--- config.mk ---
export PLATFORM = sky130hd
export DESIGN_NAME = psu_predictor
export DESIGN_NICKNAME = d
export VERILOG_FILES = /design/src/hw/rtl/psu_pkg.sv /design/src/hw/rtl/psu_predictor.sv
export SDC_FILE = /design/constraint.sdc
export NUM_CORES = 1
export LEC_CHECK = 0
export ABC_AREA = 1
export BUFFER_PORTS_ARGS = -buffer_cell sky130_fd_sc_hd__clkbuf_2
export CORE_MARGIN = 5
export CORE_UTILIZATION = 64
export DETAILED_ROUTE_END_ITERATION = 6
export PLACE_DENSITY = 0.95
export SLEW_MARGIN = 15
export SYNTH_ARGS = -nofsm -noshare
export SYNTH_HDL_FRONTEND = slang
export SYNTH_SLANG_ARGS = --single-unit
--- constraint.sdc ---
create_clock -name vclk -period 10.6
set_input_delay 2.12 -clock vclk [all_inputs]
set_output_delay 2.12 -clock vclk [all_outputs]
set_load 0.005 [all_outputs]
--- src/hw/rtl/psu_pkg.sv ---
// Shared constants, filter type codes and neighbor struct for the PNG scanline unfilter.
`timescale 1ns / 1ps

package psu_pkg;

   localparam int ROW_MAX   = 8192;
   localparam int MAX_BPP   = 8;
   localparam int COL_W     = $clog2(ROW_MAX);
   localparam int RB_W      = COL_W + 1;
   localparam int BPP_W     = 4;
   localparam int BPP_IDX_W = (MAX_BPP > 1) ? $clog2(MAX_BPP) : 1;
   localparam int CSR_W     = RB_W;

   // register indexes on the configuration port
   localparam logic CSR_BPP      = 1'b0;
   localparam logic CSR_ROW_BYTES = 1'b1;

   // filter type codes
   localparam logic [2:0] FT_NONE    = 3'd0;
   localparam logic [2:0] FT_SUB     = 3'd1;
   localparam logic [2:0] FT_UP      = 3'd2;
   localparam logic [2:0] FT_AVERAGE = 3'd3;
   localparam logic [2:0] FT_PAETH   = 3'd4;

   // neighbors of the byte being rebuilt: left, above, upper left
   typedef struct packed {
      logic [7:0] a;
      logic [7:0] b;
      logic [7:0] c;
   } nbr_type;

endpackage

--- src/hw/rtl/psu_predictor.sv ---
// Filter predictor: selects None, Sub, Up, Average or Paeth prediction from the neighbors.
`timescale 1ns / 1ps

module psu_predictor (
   input  logic [2:0]        filter_type,
   input  psu_pkg::nbr_type  nbr,
   output logic [7:0]        pred,
   output logic              bad
);
   import psu_pkg::*;

   logic [8:0]        avg_sum;
   logic signed [9:0] p_s;
   logic signed [9:0] da_s;
   logic signed [9:0] db_s;
   logic signed [9:0] dc_s;
   logic [9:0]        da;
   logic [9:0]        db;
   logic [9:0]        dc;
   logic [7:0]        paeth;

   assign avg_sum = {1'b0, nbr.a} + {1'b0, nbr.b};

   // p = a + b - c, then distances from p to each neighbor
   assign p_s  = $signed({2'b00, nbr.a}) + $signed({2'b00, nbr.b}) - $signed({2'b00, nbr.c});
   assign da_s = p_s - $signed({2'b00, nbr.a});
   assign db_s = p_s - $signed({2'b00, nbr.b});
   assign dc_s = p_s - $signed({2'b00, nbr.c});
   assign da   = da_s[9] ? 10'(-da_s) : 10'(da_s);
   assign db   = db_s[9] ? 10'(-db_s) : 10'(db_s);
   assign dc   = dc_s[9] ? 10'(-dc_s) : 10'(dc_s);

   always_comb begin
      if (da <= db && da <= dc) begin
         paeth = nbr.a;
      end else if (db <= dc) begin
         paeth = nbr.b;
      end else begin
         paeth = nbr.c;
      end
   end

   always_comb begin
      bad = 1'b0;
      case (filter_type)
         FT_NONE:    pred = 8'd0;
         FT_SUB:     pred = nbr.a;
         FT_UP:      pred = nbr.b;
         FT_AVERAGE: pred = avg_sum[8:1];
         FT_PAETH:   pred = paeth;
         default: begin
            pred = 8'd0;
            bad  = 1'b1;
         end
      endcase
   end

endmodule

==> impl.org <==
** Status
- The flow ran to the end, and the final reports show no timing, DRC or antenna violations.

** Floorplan
- # IOs :: 36
- For this configuration, the core starts out at a cell density of 0.656.
- Total core area :: 6310 µm²
- Die height :: 90.4 µm
- The floorplan step defined a die boundary enclosing 8180 µm².
- Die width :: 90.4 µm
- Row generation in the floorplan step produced 29 rows.

** Logic synthesis
- Counting every instance in the synthesized netlist gives approximately 700.
- Of the synthesized area, sequential elements account for 0.
- Averaged over all synthesized cells, the footprint is 5.88 µm².
- Largest area contributor in the netlist :: ha_1
- In this run, distinct cell masters in the synthesized netlist total 42.
- The share of synthesized area in the top cell type comes to 0.209.
- Top cells by area in the synthesized netlist :: ha_1, nand2_1, inv_1
- In this run the cell area of the synthesized design comes to 4140 µm².
- Synth warn :: 0
- The number of nets handed over by synthesis was around 800.

** Worst setup path
- Required arrival time at the worst endpoint :: 8.48 ns
- Arrival time of data at the critical path endpoint :: 7.88 ns
- The number of buffers and inverters on the critical path is 6.
- The worst setup path is of the in -> out kind.
- Slowest CP cell :: fa_1
- Biggest fanout along the worst timing path :: 9
- Family with the most delay on the worst path :: simple AND/OR/NAND/NOR gates
- The critical path crosses 32 cells after its start point.
- Launching element type of the critical path :: input pin
- Largest stage delay on the critical path :: 0.53 ns
- By instance count, the cell type seen most on the critical path is nand2_1.
- Type of element capturing the critical path :: output pin

** Route
- Met1 WL :: 5070 µm
- Routed wire length :: around 12000 µm
- The routed design uses 789 µm of met3 wire.
- Dividing the detail-routed via count by the number of cells gives 5.90.
- DR pass1 iterations :: 6
- Initial drt markers :: 353
- After detailed routing, the number of remaining DRC violations is 0.
- The count of nets left with antenna violations once routing finished came out at 0.
- Routed met2 length :: 5860 µm
- In this run the top signal layer used is met4.
- The final route contains between 4000 and 5000 vias.
- Routed wire length per instance :: 15.0 µm

** Final layout
- Layout overhead on the synthesized area :: 6.65%
- Net total in the final layout :: 850
- There are 0 flip-flops and latches.
- Once layout is done, the placed cells without fillers occupy approximately 4400 µm².
- Antenna cells :: 0
- The layout has 0 clock buffers.
- Proportion of layout cells with a drive suffix above 1 :: 0.107
- Across the whole layout, storage elements account for 0 µm².

** Placement
- Port buffering added 36 buffers.
- Summed over all nets, the half-perimeter wirelength after detailed placement is 10600 µm.
- Routability cong. :: ~1.1
- Post-place instance area :: about 4400 µm²

** Timing
- For the final routed database, the setup TNS stands at 0 ns.
- Final critical-path share of the clock period :: 0.943
- The clock period could shrink to 10.00 ns.
- The count of final max-slew check failures is 0.
- Setup repair after global routing left no endpoint under its margin.
- Worst Max-Slew Pin Slew :: 0.929 ns
- Count of final setup violators :: 0
- The number of failing hold endpoints at the final stage came to 0.
- Headroom to the max-slew limit came out at 0.376.
- Static timing analysis puts the maximum clock frequency at 0.100 GHz.

** GRT
- Via count of the first global-routing pass :: 4520
- Initial antenna violation count :: 0
- Global router's overall resource usage :: 0.281
- Total global routing overflow :: 0
- Maximum number of pins on one net before global-route repair :: 11
- The first global-routing pass estimated 19700 µm of wire.

** CTS
- Hold_buf cts :: 0
- Buffers added to address setup during post-CTS repair amount to 0.
- Once the clock tree was built, the resizer swapped 0 gates to a different size.

** Min path
- WHS Path Cells :: 4
- The path class of the tightest hold or removal check is in -> out.

** Job
- Max capacitance violation total :: 0
-- per-stage QoR --
stage          utilization  std cells  setup slack [ns]  hold WS, ns
2_1_floorplan            -        704              1.72         4.35
3_3_place_gp         0.699        817             0.955         4.56
3_5_place_dp         0.699        817             0.764         4.58
4_1_cts              0.699        817             0.739         4.58
5_1_grt              0.699        817             0.223         4.61
6_report             0.699        817             0.599         4.57
-- final cells by class --
| cell class | count | area (µm²) |
|---|---|---|
| fillers | 584 | 1900 |
| multi-input cells | 544 | 3530 |
| well taps | 77 | 96.3 |
| inverters | 158 | 593 |
| repair buffers | 38 | 195 |
-- final timing paths --
path                        from       to  slack (ns)
setup / recovery          nbr[9]  pred[6]        0.60
hold / removal    filter_type[2]      bad        4.57
-- cells by family (layout without fill, tap and decap cells) --
kind of cell    Yosys count  count (layout)  share of synthesized area
buf+inv                 160             196                      0.147
compound gates           78              78                      0.115
fa+ha+maj                81              81                      0.267
xor+xnor                 34              34                     0.0738
simple gates            351             351                      0.398
-- worst min-delay path, delay by kind of cell --
| family | cells | cell delay [ns] |
|---|---|---|
| buffers and inverters | 3 | 0.29 |
| AO/OA/AOI/OAI | 1 | 0.05 |
-- synthesized netlist by cell type, types with 2 or more instances --
library cell  number
nand2_1          175
inv_1            154
nand3_1           71
ha_1              69
nor2_1            43
a21oi_1           37
xor2_1            22
nand2_2           14
o21ai_0           14
nand4_1           13
fa_1              12
xnor2_1           11
nand2_4            7
nor3_1             7
nand3b_1           6
o221ai_1           5
a31oi_1            4
inv_2              4
o22ai_1            3
a2111oi_0          2
a21o_1             2
a21oi_2            2
nand3_2            2
nand4_2            2
nor2_2             2
o211ai_1           2
o31ai_1            2
or2_1              2
or2_2              2
-- cells in the final DEF (no fill, tap or decap), drive strengths merged --
master,count
o21ai,14
nand3,73
nand2,196
fa,12
xor2,23
a21oi,40
a2111oi,2
a21o,2
nor2,45
clkbuf,36
nor3b,1
xnor2,11
inv,158
o31ai,2
a21boi,1
o22ai,4
ha,69
buf,2
a31oi,4
a221oi,1
o211ai,2
and2,1
a211oi,1
nor3,9
nand3b,6
nand4,16
o221ai,5
or2,4
-- metal layers --
layer / global-route usage / up-vias
li1: - / 2337
met1: 0.344 / 2199
met2: 0.519 / 230
met3: 0.00917 / 51
met4: 0.0968 / 0
met5: 0 / -
Power is left out: the tool's default activity adds up to more than one toggle a clock period on the data nets, which glitch-free logic cannot reach.
